<file path="src/trm_pkg.sv">
// Shared types and constants of the three-phase rms meter.
// Used by trm_ctrl, trm_dp and three_phase_rms_meter; depends on nothing.
package trm_pkg;

  localparam int NumCh = 6;

  // Width of one raw ADC sample; the stream and register layout is built on it.
  localparam int SampleBits = 12;

  // Register indexes of the configuration port.
  localparam logic [2:0] RegVoltZero  = 3'd0;
  localparam logic [2:0] RegCurZeroA  = 3'd1;
  localparam logic [2:0] RegCurZeroB  = 3'd2;
  localparam logic [2:0] RegCurZeroC  = 3'd3;
  localparam logic [2:0] RegDeadZone  = 3'd4;
  localparam logic [2:0] RegVoltGain  = 3'd5;
  localparam logic [2:0] RegCurGain   = 3'd6;
  localparam logic [2:0] RegCurOffset = 3'd7;

  // Commands from the controller to the datapath.
  typedef struct packed {
    logic       load;      // capture a sample set
    logic       eval;      // compute square and line term of channel ch
    logic       div_start; // start division of the sum pair
    logic       div_line;  // divide the line sum instead of the main sum
    logic       sqrt_start;
    logic       store_rms; // keep root as rms
    logic       store_line;
    logic       update;    // apply window update of channel ch
    logic       close;     // window closes at this update
    logic [2:0] ch;
  } trm_cmd_t;

  typedef struct packed {
    logic div_done;
    logic sqrt_done;
    logic above;   // square of channel ch is above the dead zone
    logic armed;   // dead flag of channel ch
    logic cnt_zero;
  } trm_sts_t;

endpackage

</file>
<file path="src/trm_ctrl.sv">
// Sequencer of the rms meter: walks the six channels and drives the
// datapath and the result register. Depends on trm_pkg.
module trm_ctrl (
  input  logic              clk_i,
  input  logic              rst_ni,
  input  logic              in_req_i,
  output logic              in_ready_o,
  output logic              out_load_o,
  input  logic              out_free_i,
  output logic [1:0]        phase_o,
  output trm_pkg::trm_cmd_t cmd_o,
  input  trm_pkg::trm_sts_t sts_i
);
  localparam logic [3:0] SIdle = 4'd0, SEval = 4'd1, SDec = 4'd2,
                         SDiv = 4'd3, SSqrt = 4'd4, SLDiv = 4'd5,
                         SLSqrt = 4'd6, SOut = 4'd7, SNext = 4'd8,
                         SWait = 4'd9;

  logic [3:0] state_q, state_d;
  logic [2:0] ch_q, ch_d;
  logic [1:0] phase_q, phase_d;
  logic       close_q, close_d;

  assign phase_o    = phase_q;
  assign in_ready_o = (state_q == SIdle);

  always_comb begin
    state_d = state_q; ch_d = ch_q; phase_d = phase_q;
    close_d = close_q;
    cmd_o = '0;
    cmd_o.ch = ch_q;
    cmd_o.close = close_q;
    out_load_o = 1'b0;
    case (state_q)
      SIdle: begin
        if (in_req_i) begin
          cmd_o.load = 1'b1;
          if (phase_q == 2'd2) begin
            phase_d = 2'd0;
            ch_d = 3'd0;
            state_d = SEval;
          end else begin
            phase_d = (phase_q == 2'd1) ? 2'd2 : 2'd1;
          end
        end
      end
      SEval: begin
        cmd_o.eval = 1'b1;
        state_d = SDec;
      end
      SDec: begin
        close_d = sts_i.above && sts_i.armed;
        if (sts_i.above && sts_i.armed && !sts_i.cnt_zero) begin
          cmd_o.div_start = 1'b1;
          state_d = SDiv;
        end else if (sts_i.above && sts_i.armed) begin
          state_d = SWait;
        end else begin
          state_d = SNext;
        end
      end
      SDiv: if (sts_i.div_done) begin
        cmd_o.sqrt_start = 1'b1;
        state_d = SSqrt;
      end
      SSqrt: if (sts_i.sqrt_done) begin
        cmd_o.store_rms = 1'b1;
        if (ch_q < 3'd3) begin
          cmd_o.div_start = 1'b1;
          cmd_o.div_line = 1'b1;
          state_d = SLDiv;
        end else begin
          state_d = SWait;
        end
      end
      SLDiv: if (sts_i.div_done) begin
        cmd_o.sqrt_start = 1'b1;
        state_d = SLSqrt;
      end
      SLSqrt: if (sts_i.sqrt_done) begin
        cmd_o.store_line = 1'b1;
        state_d = SWait;
      end
      SWait: if (out_free_i) begin
        out_load_o = 1'b1;
        state_d = SOut;
      end
      SOut: begin
        state_d = SNext;
      end
      SNext: begin
        // The last channel waits until the held result can be flushed.
        if (ch_q != 3'd5 || out_free_i) begin
          cmd_o.update = 1'b1;
          if (ch_q == 3'd5) state_d = SIdle;
          else begin
            ch_d = ch_q + 1'b1;
            state_d = SEval;
          end
        end
      end
      default: state_d = SIdle;
    endcase
  end

  always_ff @(posedge clk_i or negedge rst_ni) begin
    if (!rst_ni) begin
      state_q <= SIdle; ch_q <= '0; phase_q <= '0;
      close_q <= 1'b0;
    end else begin
      state_q <= state_d; ch_q <= ch_d; phase_q <= phase_d;
      close_q <= close_d;
    end
  end
endmodule

</file>
<file path="config.mk">
export PLATFORM = sky130hd
export DESIGN_NAME = trm_ctrl
export DESIGN_NICKNAME = d
export VERILOG_FILES = /design/src/trm_pkg.sv /design/src/trm_ctrl.sv
export SDC_FILE = /design/constraint.sdc
export NUM_CORES = 1
export LEC_CHECK = 0
export ABC_AREA = 0
export BUFFER_PORTS_ARGS = -buffer_cell sky130_fd_sc_hd__buf_2
export CORE_ASPECT_RATIO = 1.25
export CORE_MARGIN = 2
export CORE_UTILIZATION = 50
export CTS_BUF_LIST = sky130_fd_sc_hd__clkbuf_16
export CTS_CLUSTER_DIAMETER = 60
export DETAILED_ROUTE_END_ITERATION = 8
export GPL_ROUTABILITY_DRIVEN = 0
export HOLD_SLACK_MARGIN = 0.05
export PLACE_DENSITY = 0.86
export SKIP_CTS_REPAIR_TIMING = 1
export SYNTH_ARGS = -nofsm -noshare
export SYNTH_HDL_FRONTEND = slang
export SYNTH_SLANG_ARGS = --single-unit
</file>
<file path="constraint.sdc">
create_clock -name clk_i -period 2 [get_ports clk_i]
set_input_delay 0.1 -clock clk_i [delete_from_list [all_inputs] [get_ports clk_i]]
set_output_delay 0.1 -clock clk_i [all_outputs]
set_load 0.05 [all_outputs]
</file>
== Yosys cells after proc, flatten, opt, wreduce, memory -nomap -nowiden ==
Cells that the tools add are included.

* Mux-type cells: 37
* $lt $le $gt $ge: 1
* Equal/unequal tests: 22
* Reduce and logical (&&, ||, !) cells: 10
* $add $sub $neg: 1

{| class="wikitable"
|+ Operators by type and width
! operator !! number
|-
| $mux 4 || 10
|-
| $pmux 4 s10 || 1
|-
| $eq 4x3->1 const B || 4
|-
| $mux 1 || 16
|-
| $ne 2x2->1 const B || 8
|-
| $mux 3 || 4
|-
| $eq 4x2->1 const B || 2
|-
| $eq 4x4->1 const B || 2
|-
| $mux 2 || 4
|-
| $reduce_and 8->1 || 1
|-
| $pmux 3 s2 || 1
|-
| $reduce_and 5->1 || 1
|-
| $eq 4x1->1 const B || 1
|-
| $logic_not 4->1 || 1
|-
| $add 3x1->3 const B || 1
|-
| $eq 3x3->1 const B || 1
|-
| $lt 3x2->1 const B || 1
|-
| $ne 3x3->1 const B || 1
|-
| $eq 2x1->1 const B || 1
|-
| $eq 2x2->1 const B || 1
|-
| $logic_and 1x1->1 || 2
|-
| $ne 2x1->1 const B || 1
|-
| $pmux 1 s2 || 1
|-
| $reduce_and 2->1 || 1
|-
| other kinds (4) || 4
|}

* Flip-flop bits (word level): 10
* Input port bits: 9
* Logic and storage cells: 75
* Output and inout port bits: 16

== Depth between registers and ports, before layout ==
* Word-level depth: 4
* Mapped depth: 6
* Mapped depth without buffers: 6

== Worst setup path before layout ==
Ideal clock, no wire load.

* Kind: reg2out
* Start: register state_q[1]
* End: output port cmd_o[9] (netlist bit)
* Cell stages (with the launch flop): 5
* Required time: 1.900 ns
* Buffers on the path: 1
* Arrival time: 3.461 ns
* Path slack: -1.561 ns
* Cell sequence: dfrtp_1 buf_2 nor4b_1 and2_1 nand2b_1

{| class="wikitable"
|+ RTL lines
! item !! line !! source
|-
| from (decl) || trm_ctrl.sv:19 || <nowiki>logic [3:0] state_q, state_d;</nowiki>
|-
| from (signal assigned) || trm_ctrl.sv:111 || <nowiki>state_q <= state_d; ch_q <= ch_d; phase_q <= phase_d;</nowiki>
|-
| to (decl) || trm_ctrl.sv:11 || <nowiki>output trm_pkg::trm_cmd_t cmd_o,</nowiki>
|}

==> out/results.tsv <==
stage	metric	value	unit
worst_setup_path	crit-path leading delay family	simple AND/OR/NAND/NOR gates	
placed_design	pre-CTS WS	0.243	ns
cts	Sink Count	10	
timing	Worst-Margin Slew	0.349	ns
drt	wirelength, routed	1.97	mm
worst_setup_path	CP Capture Type	primary output	
floorplan	initial core utilization	53.6	%
synth	post-synthesis cell type count	39	
cts	root buf cell	clkbuf_16	
timing	Slew HR	76.7	%
layout	fillers	118	
worst_setup_path	reg2reg end	state_q[2]	
layout	nets@finish	137	
timing	Clock Skew	0.00173	ns
layout	Syn-to-layout area delta	27.7	%
synth	synth warn	0	
timing	period utilisation layout	93.8	%
floorplan	Core Region	1580	um2
drt	Iter 0 DRT Violations	9	
worst_setup_path	Worst R2R Start	state_q[2]	
placed_design	DP Area	993	um2
worst_setup_path	critical path's slowest cell	dfrtp_1	
synth	leading area contributor after synthesis	dfrtp_1	
pwr	Worst VDD drop	1.27	mV
synth	most instantiated library cell after synthesis	nand2_1	
drt	antenna viol nets, final	0	
synth	share of flip-flops with an asynchronous set or reset	100	%
drt	drt wl/cell	14.0	um
layout	Finished Cell Area	1080	um2
synth	top-area cell type share of the netlist area	29.5	%
timing	final setup vio count	0	
drt	drt drc	0	
timing	RSZ-0062 raised after global routing	no	
worst_setup_path	CP arrival	1.78	ns
floorplan	die footprint	2040	um2
timing	maximum clock rate	533	MHz
placed_design	DP Cell Count	136	
synth	Post-synth EDFFs	0	
timing	Final Max Slew Viols	0	
layout	multi-input logic area	554	um2
placed_design	PortBufs	24	
worst_setup_path	R2R setup slack	0.21	ns
layout	Final Non-Filler Cells	141	
worst_setup_path	worst-path maximum fanout	11	
layout	layout cells sized above 1	36.6	%
timing	final worst slack	0.125	ns
drt	drt via density	5.55	
worst_setup_path	Critical Path Start Type	flip-flop	
floorplan	Die X	40.8	um
worst_setup_path	CP bufs+invs	2	
worst_setup_path	Data required, critical path	1.90	ns
synth	Seq/Total Area, Yosys	29.5	%
min_path	Hold Crit Class	in -> reg	
global_routing	vias in the first global route	745	
floorplan	row cnt	16	
cts	Clock transition at path regs	0.04	ns
global_routing	largest net degree at the start of global routing	16	
floorplan	io pins	25	
synth	ys flop type	dfrtp_1	
drt	via count	783	
synth	Cell Area, Synth	848	um2
synth	Synth Register Bits	10	
run_status	status	completed	
min_path	hold path endpoint	close_q	
worst_setup_path	R2R cell count	5	
worst_setup_path	critical path's largest stage delay	0.49	ns
timing	min cycle time layout	1.88	ns
min_path	HP Start	sts_i[1]	
min_path	Hold Path Depth	3	
synth	commonest cells in the netlist	nand2_1 (13), dfrtp_1 (10), inv_1 (6), nor2_1 (6), nand3_1 (5)	
cts	clock latency on the worst-skew pair	0.23	ns
drt	Pre-antenna DRT Iters	4	
synth	largest cells by area after synthesis	dfrtp_1 (29%), ha_1 (5.9%), nand2_1 (5.8%)	
global_routing	grt total ovfl	0	
cts	H-tree levels	1	
worst_setup_path	CP cell instances	buf_4 > nor4b_4 > and2_4 > nand2b_4 > buf_2	
run	max_cap viols	0	
global_routing	initial antenna violation count	0	
cts	Max clock buf depth	2	
timing	Hold Fails Final Rpt	0	
layout	n_diodes	0	
synth	syn_area_per_cell	8.75	um2
timing	TNS Setup	0	ns
pwr	pwr dens	1920	nW/um2
pwr	Leakage	0.536	nW
cts	Num CTS Buffers	3	
synth	syn nets	110	
placed_design	HPWL Detailed	1.41	mm
layout	register area	253	um2
cts	CTS tree	done	
global_routing	GRT Total Usage	22.9	%
synth	post-synthesis cell count	97	
floorplan	Die Ht	50.1	um
global_routing	first-pass GRT wire length	3.26	mm
worst_setup_path	WS Path Type	reg -> out	
## logic make-up after synthesis
family                   after synthesis  synth area share, %
AO/OA/AOI/OAI                         18                 15.2
XOR/XNOR                               1                 1.03
adder cells (fa/ha/maj)                4                 5.90
buffers and inverters                 12                 8.11
flip-flops                            10                 29.5
multiplexers                           4                 5.16
AND/OR/NAND/NOR                       48                 35.1
## area by class of cell
class	count	share of cell area [%]
Clock inverter	1	0.346
Clock buffer	3	6.93
Sequential cell	10	23.3
Tap cell	18	2.08
Inverter	6	2.08
Multi-Input combinational cell	75	51.2
Timing Repair Buffer	28	14.1
## metal layers
layer	track usage (%)	part of all wire, %	vias up
met5	0	0	-
met4	8.89	1.7	0
met3	2.70	3.3	4
met2	36.7	52	16
met1	29.8	43	368
li1	-	-	395
## worst max path at each step
stage / from / end / cells past startpoint
2_1_floorplan: state_q[1] / cmd_o[9] / 4
3_3_place_gp: state_q[2] / state_q[2] / 5
3_5_place_dp: state_q[3] / state_q[1] / 4
4_1_cts: state_q[3] / cmd_o[9] / 5
5_1_grt: state_q[3] / cmd_o[9] / 5
6_report: state_q[0] / cmd_o[9] / 5
## cell usage in the layout, fill, tap and decap left out, types with 2 or more instances in the layout
master / instances
a21o_1: 2
a21oi_1: 3
and3_1: 2
and3b_1: 2
buf_2: 24
buf_4: 3
clkbuf_16: 3
dfrtp_1: 8
dfrtp_2: 2
ha_1: 4
inv_1: 7
mux2_2: 2
nand2_1: 13
nand2b_1: 2
nand3_1: 5
nor2_1: 6
nor2b_1: 3
nor3_1: 4
nor4b_2: 2
o21ai_0: 4
o21ai_1: 2
## metrics by stage
step | util, % | hold slack [ns] | total power [mW]
2_1_floorplan | - | -0.196 | 1.49
3_3_place_gp | 62.8 | -0.0345 | 1.66
3_5_place_dp | 62.8 | -0.0280 | 1.70
4_1_cts | 67.8 | -0.273 | 2.08
5_1_grt | 68.5 | 0.184 | 2.20
6_report | 68.5 | 0.147 | 2.08
## sequential cells by signal, summed over array words and instances (netlist names)
| register | count |
|---|---|
| phase_o | 2 |
| close_q | 1 |
| ch_q | 3 |
| state_q | 4 |
## worst register-to-register path, cell delays in order (launching register included)
cell and delay, ns:
dfrtp_1 0.47, buf_4 0.22, nor4b_2 0.31, nand2_1 0.14, and3_1 0.22, a221o_1 0.31
## power by group
| group | internal [mW] | total [mW] | switching [mW] |
|---|---|---|---|
| Combinational | 0.456 | 1.26 | 0.805 |
| Sequential | 0.290 | 0.468 | 0.178 |
| Clock | 0.262 | 0.354 | 0.0919 |
| Total | 1.01 | 2.08 | 1.07 |
Note: power is estimated with default switching activity, not from simulation.
