File: src/trm_pkg.sv
// Shared types and constants of the three-phase rms meter.
// Used by trm_ctrl, trm_dp and three_phase_rms_meter; depends on nothing.
package trm_pkg;

  localparam int NumCh = 6;

  // Width of one raw ADC sample; the stream and register layout is built on it.
  localparam int SampleBits = 12;

  // Register indexes of the configuration port.
  localparam logic [2:0] RegVoltZero  = 3'd0;
  localparam logic [2:0] RegCurZeroA  = 3'd1;
  localparam logic [2:0] RegCurZeroB  = 3'd2;
  localparam logic [2:0] RegCurZeroC  = 3'd3;
  localparam logic [2:0] RegDeadZone  = 3'd4;
  localparam logic [2:0] RegVoltGain  = 3'd5;
  localparam logic [2:0] RegCurGain   = 3'd6;
  localparam logic [2:0] RegCurOffset = 3'd7;

  // Commands from the controller to the datapath.
  typedef struct packed {
    logic       load;      // capture a sample set
    logic       eval;      // compute square and line term of channel ch
    logic       div_start; // start division of the sum pair
    logic       div_line;  // divide the line sum instead of the main sum
    logic       sqrt_start;
    logic       store_rms; // keep root as rms
    logic       store_line;
    logic       update;    // apply window update of channel ch
    logic       close;     // window closes at this update
    logic [2:0] ch;
  } trm_cmd_t;

  typedef struct packed {
    logic div_done;
    logic sqrt_done;
    logic above;   // square of channel ch is above the dead zone
    logic armed;   // dead flag of channel ch
    logic cnt_zero;
  } trm_sts_t;

endpackage

File: src/trm_dp.sv
// Datapath of the rms meter: sample history, accumulators, serial divider
// and serial square root. Depends on trm_pkg.
module trm_dp #(
  parameter int MaxWindow  = 1024,
  parameter int SampleBits = 12
) (
  input  logic                  clk_i,
  input  logic                  rst_ni,
  input  trm_pkg::trm_cmd_t     cmd_i,
  output trm_pkg::trm_sts_t     sts_o,
  input  logic [6*SampleBits-1:0] samples_i,
  input  logic [SampleBits-1:0] volt_zero_i,
  input  logic [SampleBits-1:0] cur_zero_a_i,
  input  logic [SampleBits-1:0] cur_zero_b_i,
  input  logic [SampleBits-1:0] cur_zero_c_i,
  input  logic [23:0]           dead_zone_i,
  input  logic [1:0]            phase_i,
  output logic [11:0]           root_o
);
  localparam int SqW  = 2 * SampleBits;
  localparam int CntW = $clog2(MaxWindow + 1);
  localparam int SumW = SqW + CntW;
  localparam int AccW = SumW + 1;      // sum of current and previous window
  localparam int LnW  = AccW + 1;
  localparam int CW   = CntW + 1;
  localparam int StW  = $clog2(LnW + 1);
  localparam int RootW = (LnW + 1) / 2;
  localparam int RadW  = 2 * RootW;    // radicand padded to whole bit pairs

  logic [SampleBits-1:0] older_q [6];
  logic [SampleBits-1:0] old_q   [6];
  logic [SampleBits-1:0] med_q   [6];
  logic [5:0]            dead_q;
  logic [SumW-1:0]       rsum_q  [6];
  logic [SumW-1:0]       psum_q  [6];
  logic [CntW-1:0]       rcnt_q  [6];
  logic [CntW-1:0]       pcnt_q  [6];
  logic [SumW:0]         rline_q [3];
  logic [SumW:0]         pline_q [3];
  logic [SqW-1:0]        sq_q, line_q;

  logic [SampleBits-1:0] cur [6];
  logic [SampleBits-1:0] zero_sel, m_a, m_b;
  logic [SampleBits-1:0] d_z, d_l;
  logic [2:0]            ch;
  logic [1:0]            lc, nc;

  assign ch = cmd_i.ch;
  assign lc = ch[1:0];
  assign nc = (lc == 2'd2) ? 2'd0 : lc + 2'd1;

  function automatic logic [SampleBits-1:0] med3(
    input logic [SampleBits-1:0] a, input logic [SampleBits-1:0] b,
    input logic [SampleBits-1:0] c);
    logic [SampleBits-1:0] lo, hi;
    lo = (a < b) ? a : b;
    hi = (a < b) ? b : a;
    if (c <= lo) return lo;
    if (c >= hi) return hi;
    return c;
  endfunction

  always_comb begin
    for (int i = 0; i < 6; i++) cur[i] = samples_i[i*SampleBits +: SampleBits];
    case (ch)
      3'd3:    zero_sel = cur_zero_a_i;
      3'd4:    zero_sel = cur_zero_b_i;
      3'd5:    zero_sel = cur_zero_c_i;
      default: zero_sel = volt_zero_i;
    endcase
    m_a = med_q[ch];
    m_b = med_q[{1'b0, nc}];
    d_z = (m_a > zero_sel) ? m_a - zero_sel : zero_sel - m_a;
    d_l = (m_a > m_b) ? m_a - m_b : m_b - m_a;
  end

  logic [CW-1:0]  cnt;
  assign cnt = {1'b0, rcnt_q[ch]} + {1'b0, pcnt_q[ch]};

  assign sts_o.above    = (sq_q > dead_zone_i);
  assign sts_o.armed    = dead_q[ch];
  assign sts_o.cnt_zero = (cnt == '0);

  // Restoring divider, one quotient bit per cycle.
  logic [LnW-1:0] dnum_q, quo_q;
  logic [CW:0]    rem_q;
  logic [CW-1:0]  dden_q;
  logic [StW-1:0] dcnt_q;
  logic           dbusy_q, ddone_q;
  logic [CW:0]    rem_sh;

  assign rem_sh = {rem_q[CW-1:0], dnum_q[LnW-1]};

  // Digit-by-digit square root, two radicand bits per cycle.
  logic [RadW-1:0]  rad_q;
  logic [RootW:0]   root_q;
  logic [RootW+2:0] srem_q;
  logic [StW-1:0]   scnt_q;
  logic             sbusy_q, sdone_q;
  logic [RootW+2:0] s_try, s_rem;

  assign s_rem = {srem_q[RootW:0], rad_q[RadW-1:RadW-2]};
  assign s_try = {root_q, 2'b01};

  logic [RootW:0] root_r;
  assign root_r = (srem_q > {2'b00, root_q}) ? root_q + 1'b1 : root_q;
  assign root_o = root_r[11:0];
  assign sts_o.div_done  = ddone_q;
  assign sts_o.sqrt_done = sdone_q;

  always_ff @(posedge clk_i or negedge rst_ni) begin
    if (!rst_ni) begin
      for (int i = 0; i < 6; i++) begin
        older_q[i] <= '0; old_q[i] <= '0;
        rsum_q[i] <= '0; psum_q[i] <= '0; rcnt_q[i] <= '0; pcnt_q[i] <= '0;
      end
      for (int i = 0; i < 3; i++) begin
        rline_q[i] <= '0; pline_q[i] <= '0;
      end
      dead_q  <= '0;
      dbusy_q <= 1'b0; ddone_q <= 1'b0;
      sbusy_q <= 1'b0; sdone_q <= 1'b0;
    end else begin
      ddone_q <= 1'b0;
      sdone_q <= 1'b0;
      if (cmd_i.load) begin
        for (int i = 0; i < 6; i++) begin
          if (phase_i == 2'd1) old_q[i] <= cur[i];
          else if (phase_i != 2'd2) older_q[i] <= cur[i];
          else med_q[i] <= med3(older_q[i], old_q[i], cur[i]);
        end
      end
      if (cmd_i.eval) begin
        sq_q   <= d_z * d_z;
        line_q <= d_l * d_l;
      end
      if (cmd_i.update) begin
        if (!sts_o.above) begin
          dead_q[ch] <= 1'b1;
        end else if (cmd_i.close) begin
          dead_q[ch] <= 1'b0;
          psum_q[ch] <= rsum_q[ch];
          pcnt_q[ch] <= rcnt_q[ch];
          rsum_q[ch] <= SumW'(sq_q);
          rcnt_q[ch] <= CntW'(1);
          if (ch < 3'd3) begin
            pline_q[lc] <= rline_q[lc];
            rline_q[lc] <= (SumW+1)'(line_q);
          end
        end else if (rcnt_q[ch] < CntW'(MaxWindow)) begin
          rsum_q[ch] <= rsum_q[ch] + SumW'(sq_q);
          rcnt_q[ch] <= rcnt_q[ch] + 1'b1;
          if (ch < 3'd3) rline_q[lc] <= rline_q[lc] + (SumW+1)'(line_q);
        end
      end
      if (cmd_i.div_start) begin
        dnum_q  <= cmd_i.div_line ? LnW'(rline_q[lc]) + LnW'(pline_q[lc])
                                  : LnW'(rsum_q[ch]) + LnW'(psum_q[ch]);
        dden_q  <= cnt;
        rem_q   <= '0;
        dcnt_q  <= StW'(LnW);
        dbusy_q <= 1'b1;
      end else if (dbusy_q) begin
        if (rem_sh >= {1'b0, dden_q}) begin
          rem_q <= rem_sh - {1'b0, dden_q};
          quo_q <= {quo_q[LnW-2:0], 1'b1};
        end else begin
          rem_q <= rem_sh;
          quo_q <= {quo_q[LnW-2:0], 1'b0};
        end
        dnum_q <= {dnum_q[LnW-2:0], 1'b0};
        dcnt_q <= dcnt_q - 1'b1;
        if (dcnt_q == StW'(1)) begin
          dbusy_q <= 1'b0;
          ddone_q <= 1'b1;
        end
      end
      if (cmd_i.sqrt_start) begin
        rad_q   <= RadW'(quo_q);
        root_q  <= '0;
        srem_q  <= '0;
        scnt_q  <= StW'(RootW);
        sbusy_q <= 1'b1;
      end else if (sbusy_q) begin
        if (s_rem >= s_try) begin
          srem_q <= s_rem - s_try;
          root_q <= {root_q[RootW-1:0], 1'b1};
        end else begin
          srem_q <= s_rem;
          root_q <= {root_q[RootW-1:0], 1'b0};
        end
        rad_q  <= {rad_q[RadW-3:0], 2'b00};
        scnt_q <= scnt_q - 1'b1;
        if (scnt_q == StW'(1)) begin
          sbusy_q <= 1'b0;
          sdone_q <= 1'b1;
        end
      end
    end
  end
endmodule

File: config.mk
export PLATFORM = sky130hd
export DESIGN_NAME = trm_dp
export DESIGN_NICKNAME = d
export VERILOG_FILES = /design/src/trm_pkg.sv /design/src/trm_dp.sv
export SDC_FILE = /design/constraint.sdc
export NUM_CORES = 2
export LEC_CHECK = 0
export BUFFER_PORTS_ARGS = -buffer_cell sky130_fd_sc_hd__buf_2
export CORE_MARGIN = 10
export CORE_UTILIZATION = 64
export DETAILED_ROUTE_END_ITERATION = 8
export PLACE_DENSITY = 0.8
export SKIP_CTS_REPAIR_TIMING = 1
export SYNTH_ARGS = -nofsm -noshare
export SYNTH_HDL_FRONTEND = slang
export SYNTH_SLANG_ARGS = --single-unit
File: constraint.sdc
create_clock -name clk_i -period 9.65 [get_ports clk_i]
set_input_delay 1.93 -clock clk_i [delete_from_list [all_inputs] [get_ports clk_i]]
set_output_delay 1.93 -clock clk_i [all_outputs]
set_load 0.1 [all_outputs]
* Word level (Yosys, flattened, before mapping) *
Memory sizes are Yosys's and may differ from the RTL's.
Cells that the tools add are included.
Widths: inputs -> output; s select.

word-level totals
  ROM bits = 0
  bits in latches = 0
  bits in writable memories = 72
  logic and storage cells = 338
  memories = 1
  input port bits = 160
  register bits after elaboration = 1161

memories
  memory  depth  bits a word  rd ports  clocked after Yosys merged registers in  write ports  line          source
  med_q   6      12           2         0                                        6            trm_dp.sv:32  logic [SampleBits-1:0] med_q [6];

cells by class
  shifts and indexed selects = 0
  div/mod/pow operators = 0
  equal/unequal tests = 9
  mux-type cells = 189
  reduce and logical (&&, ||, !) cells = 20
  add/sub/neg operators = 16
  bitwise logic cells = 10
  order comparisons = 32
  multipliers = 2

operators by type and width
  kind              number
  $mux 12           57
  $bwmux 210        3
  $mux 108          4
  $mux 210          2
  $bwmux 108        3
  $bmux 35 s3       2
  $mux 36           5
  $mux 35           5
  $mux 37           4
  $bmux 36 s2       2
  $bwmux 66         2
  $mux 66           2
  $demux 35 s3      1
  $mux 1            74
  $demux 36 s2      1
  $ge 12x12->1      6
  $le 12x12->1      6
  $lt 12x12->1      6
  $bmux 11 s3       2
  $and 60x60->60    1
  $not 60->60       1
  $mux 11           5
  $mul 12x12->24    2
  $sub 12x12->12    4
  52 further kinds  78

* Logic depth before layout (Yosys ltp) *
  depth in word-level cells = 16
  mapped depth = 48
  depth with buffers taken out = 37

* Least setup slack after synthesis *
OpenSTA, ideal clock, no wires.

  path kind = input to register
  start = input cmd_i[0] in the netlist's numbering
  end = register line_q[22] (data pin)
  required time = 9.392 ns
  setup time = 0.258 ns
  arrival time = 11.371 ns
  path slack = -1.979 ns
  stages = 43
  cells stage by stage = buf_6 buf_12 buf_12 buf_12 buf_6 buf_4 buf_4 buf_4 buf_2 buf_2 mux2i_1 o21a_1 inv_1 ha_1 fa_1 nor2b_1 o21ai_1 a31oi_1 [... 7 more ...] or2_1 fa_1 inv_1 fa_1 inv_1 fa_1 inv_1 fa_1 fa_1 ha_1 o41ai_2 o21ai_1 o41a_1 and4_1 a2111oi_2 o21bai_1 a21oi_1 xnor2_1

between the ends
  word-level cells in the longest chain between the ends = 6
  elaborated cells on any way between the ends = 9
  classes of those cells = add/sub (3); mul (1); order compare (1); eq/ne (1); mux (2); memory (1)

ends and longest elaborated chain
  what                                                   line           source
  start: declaration                                     trm_dp.sv:9    input trm_pkg::trm_cmd_t cmd_i,
  $add 2x1->2 / $eq 2x2->1 (equally long branches)       trm_dp.sv:50   assign nc = (lc == 2'd2) ? 2'd0 : lc + 2'd1;
  $mux 2                                                 trm_dp.sv:50
  $mem_v2 6x12 (*)                                       -
  $sub 12x12->12 / $gt 12x12->1 (equally long branches)  trm_dp.sv:74   d_l = (m_a > m_b) ? m_a - m_b : m_b - m_a;
  $mux 12 (*)                                            trm_dp.sv:74
  $mul 12x12->24 (*)                                     trm_dp.sv:135  line_q <= d_l * d_l;
  end signal: assignment                                 trm_dp.sv:135
  end: declaration                                       trm_dp.sv:40   logic [SqW-1:0] sq_q, line_q;

Every way passes the cells marked *; elsewhere a longest branch is shown, timed or not.
A chain may end at the register's enable or synchronous reset.

* Final worst setup path *
  start = input cmd_i[1] in the netlist's numbering
  end = register line_q[22] (data pin)

Same word-level chain as after synthesis.

==> load_flow_metrics.sql <==
INSERT INTO impl_metrics (metric_group, metric, value, unit) VALUES
('status', 'status', 'finished clean', ''),
('synthesis', 'async_reset_ff_share', '75.0', '%'),
('drt', 'drc', '0', ''),
('grt', 'pin_count_of_the_biggest_net_entering_global_routing', '173', ''),
('cts', 'cts_buffer_depth', '3', ''),
('timing', 'timing.max_slew.rel_slack', '12.3', '%'),
('final_layout', 'final_core_util', '71.8', '%'),
('synthesis', 'synthesized_instance_count', '8054', ''),
('die', 'die_width', '369', 'um'),
('hold_path', 'min_path_cells', '0', ''),
('synthesis', 'edff_count_synth', '308', ''),
('drt', 'routed_via_density', '6.13', ''),
('synthesis', 'nets_in_the_synthesized_netlist', '8943', ''),
('synthesis', 'synth_top_cells_by_area', 'sky130_fd_sc_hd__dfrtp_1, sky130_fd_sc_hd__edfxtp_1, sky130_fd_sc_hd__ha_1', ''),
('synthesis', 'synth_fa_ha_area_share', '13.3', '%'),
('die', 'dieHeight', '369', 'um'),
('synthesis', 'synthesis.yosys.warnings', '0', ''),
('final_layout', 'final_design_area_no_fill', '0.0873', 'sq mm'),
('die', 'ios', '177', ''),
('setup_path', 'critical-path-top-delay-family', 'adder cells', ''),
('drt', 'dr.max_layer_used', 'met5', ''),
('cts', 'ctsHtreeMaxLevel', '4', ''),
('placement', 'placed_cell_area', '0.0824', 'sq mm'),
('drt', 'routed_wl', '203000', 'um'),
('timing', 'final.setup.tns', '0', 'ns'),
('grt', 'grt_first_pass_wirelength', '326000', 'um'),
('synthesis', 'yosys-mux-area-fraction', '8.95', '%'),
('grt', 'grt_antenna_before_repair', '12', ''),
('timing', 'layout_min_cycle_time', '9.39', 'ns'),
('synthesis', 'postSynthRegisterBits', '1230', ''),
('drt', 'routed-wl-met3', '12700', 'um'),
('setup_path', 'cp_common_cell', 'sky130_fd_sc_hd__fa_1', ''),
('setup_path', 'setup.worst_path.start_class', 'input port', ''),
('grt', 'global_route.overflow_total', '0', ''),
('hold_path', 'hp-class', 'reg -> reg', ''),
('setup_path', 'critPathCaptureType', 'flip-flop', ''),
('final_layout', 'design.final.nets', '9220', ''),
('placement', 'finalWeightedCongestion', '0.935', ''),
('setup_path', 'critPathMaxFanout', '8', ''),
('timing', 'max_slew.worst_pin.slew', '1.28', 'ns'),
('drt', 'postRouteAntennaNets', '0', ''),
('synthesis', 'netlist.area_leader.share', '29.5', '%'),
('drt', 'detailedRoute.firstPassIterationCount', '6', ''),
('final_layout', 'ratio_of_cells_with_drive_above_1_in_the_final_layout', '14.3', '%'),
('drt', 'drt_iter0_markers', '5336', ''),
('cts', 'number_of_clock_sinks', '1230', ''),
('final_layout', 'layout.filler_cells', '8749', ''),
('synthesis', 'ys_seq_area_share', '41.4', '%'),
('timing', 'finalHoldViolations', '0', ''),
('setup_path', 'timing.critical_path.required', '10.16', 'ns'),
('setup_path', 'critical_path_depth', '37', ''),
('setup_path', 'critical-path-slowest-cell', 'sky130_fd_sc_hd__fa_1', ''),
('grt', 'grt_pass1_vias', '62600', ''),
('synthesis', 'synth_top_area_cell', 'sky130_fd_sc_hd__dfrtp_1', ''),
('synthesis', 'dominantRegCellSynth', 'sky130_fd_sc_hd__dfrtp_1', ''),
('drt', 'route.met2.wl', '99200', 'um'),
('timing', 'fin_skew', '0.0322', 'ns'),
('setup_path', 'critical_path_arrival', '9.90', 'ns'),
('timing', 'fin_crit_sh', '97.3', '%'),
('drt', 'detailroute.via_count', '61700', ''),
('setup_path', 'rr_worst_depth', '35', ''),
('synthesis', 'synth-compound-area-share', '16.5', '%'),
('synthesis', 'leading_post_synthesis_cells_by_instance_count', 'sky130_fd_sc_hd__nor2_1, sky130_fd_sc_hd__dfrtp_1, sky130_fd_sc_hd__a21oi_1, sky130_fd_sc_hd__nand2_1, sky130_fd_sc_hd__inv_1', ''),
('die', 'coreArea', '0.122', 'sq mm'),
('timing', 'clock.fmax', '106', 'MHz'),
('synthesis', 'synth_area', '0.0781', 'sq mm'),
('placement', 'placed_cells_incl_taps', '9806', ''),
('grt', 'grtUsageTotal', '29.3', '%'),
('synthesis', 'synthXorXnorAreaFrac', '2.72', '%'),
('cts', 'insertion_delay', '0.79', 'ns'),
('final_layout', 'syn_to_final_growth', '11.8', '%');
## cell families after synthesis
group | count (synthesis)
multiplexers | 567
adder cells (fa/ha/maj) | 729
AND/OR/NAND/NOR | 2164
buffers and inverters | 1031
AO/OA/AOI/OAI | 2093
XOR/XNOR | 240
flip-flops | 1230
## path summary, 6_finish.rpt
check | start | to
worst max-delay path | cmd_i[1] | line_q[22]
worst min-delay path | quo_q[16] | quo_q[17]
worst max register to register | med_q[0][4] | line_q[22]
worst min register to register | quo_q[16] | quo_q[17]
max in group asynchronous | rst_ni | pline_q[39]
min in group asynchronous | rst_ni | rcnt_q[6]
## flip-flops by register name, indices dropped and copies added (netlist names), 6 cells and up, named ones only
register,flops
root_q,20
pcnt_q,66
med_q,72
rcnt_q,66
sq_q,23
scnt_q,6
quo_q,37
pline_q,108
line_q,23
old_q,72
psum_q,210
dden_q,12
dcnt_q,6
rline_q,108
rsum_q,210
rad_q,38
older_q,72
dnum_q,37
srem_q,22
rem_q,12
## layer usage
layer / global-route usage [%] / vias to the layer above
met1: 36.4 / 30300
met4: 14.3 / 14
met3: 4.97 / 544
met2: 49.6 / 2154
li1: - / 28700
met5: 0 / -
## cell usage in the layout (no fill, tap or decap), types with 80 or more instances in the layout
| master | n |
|---|---|
| sky130_fd_sc_hd__edfxtp_1 | 308 |
| sky130_fd_sc_hd__mux2_2 | 144 |
| sky130_fd_sc_hd__mux2i_1 | 327 |
| sky130_fd_sc_hd__inv_1 | 593 |
| sky130_fd_sc_hd__fa_1 | 163 |
| sky130_fd_sc_hd__buf_4 | 374 |
| sky130_fd_sc_hd__a21oi_1 | 775 |
| sky130_fd_sc_hd__a21o_1 | 138 |
| sky130_fd_sc_hd__nand2_1 | 719 |
| sky130_fd_sc_hd__xor2_1 | 80 |
| sky130_fd_sc_hd__dfrtp_1 | 921 |
| sky130_fd_sc_hd__nand2b_1 | 94 |
| sky130_fd_sc_hd__o21ai_0 | 562 |
| sky130_fd_sc_hd__a22o_1 | 113 |
| sky130_fd_sc_hd__ha_1 | 559 |
| sky130_fd_sc_hd__xnor2_1 | 155 |
| sky130_fd_sc_hd__clkbuf_16 | 146 |
| sky130_fd_sc_hd__nor2_1 | 962 |
| sky130_fd_sc_hd__mux4_2 | 90 |
| sky130_fd_sc_hd__buf_2 | 169 |
## per-stage QoR
step | hold slack (ns) | worst slack, ns
final | 0.451 | 0.260
after global routing | 0.459 | -0.0772
after CTS | 0.451 | 0.0299
after detailed placement | 0.437 | -0.787
after global placement | 0.427 | -0.550
after floorplan | 0.418 | -1.12
## worst reg2reg max path: cells and delay by family, from the launching register on
kind,cells,cell delay (ns)
adders and majority gates,7,3.20
buffers and inverters,6,0.48
and+or+nand+nor,5,0.96
muxes,2,0.42
DFF,1,0.51
AOI/OAI and AO/OA,13,2.20
xor gates and xnor gates,2,0.40
## layout make-up
type	instances	area (sq um)	area share (%)
Multi-Input combinational cell	5793	42000	48.1
Timing Repair Buffer	567	4070	4.66
Antenna cell	2	5.00	0.00573
Clock inverter	44	602	0.689
Inverter	603	2270	2.59
Clock buffer	205	4020	4.61
Tap cell	1625	2030	2.33
Sequential cell	1230	32300	37.0
Power is not shown: default switching activity piles up to over one toggle a cycle in this logic, so the estimate is an artifact.
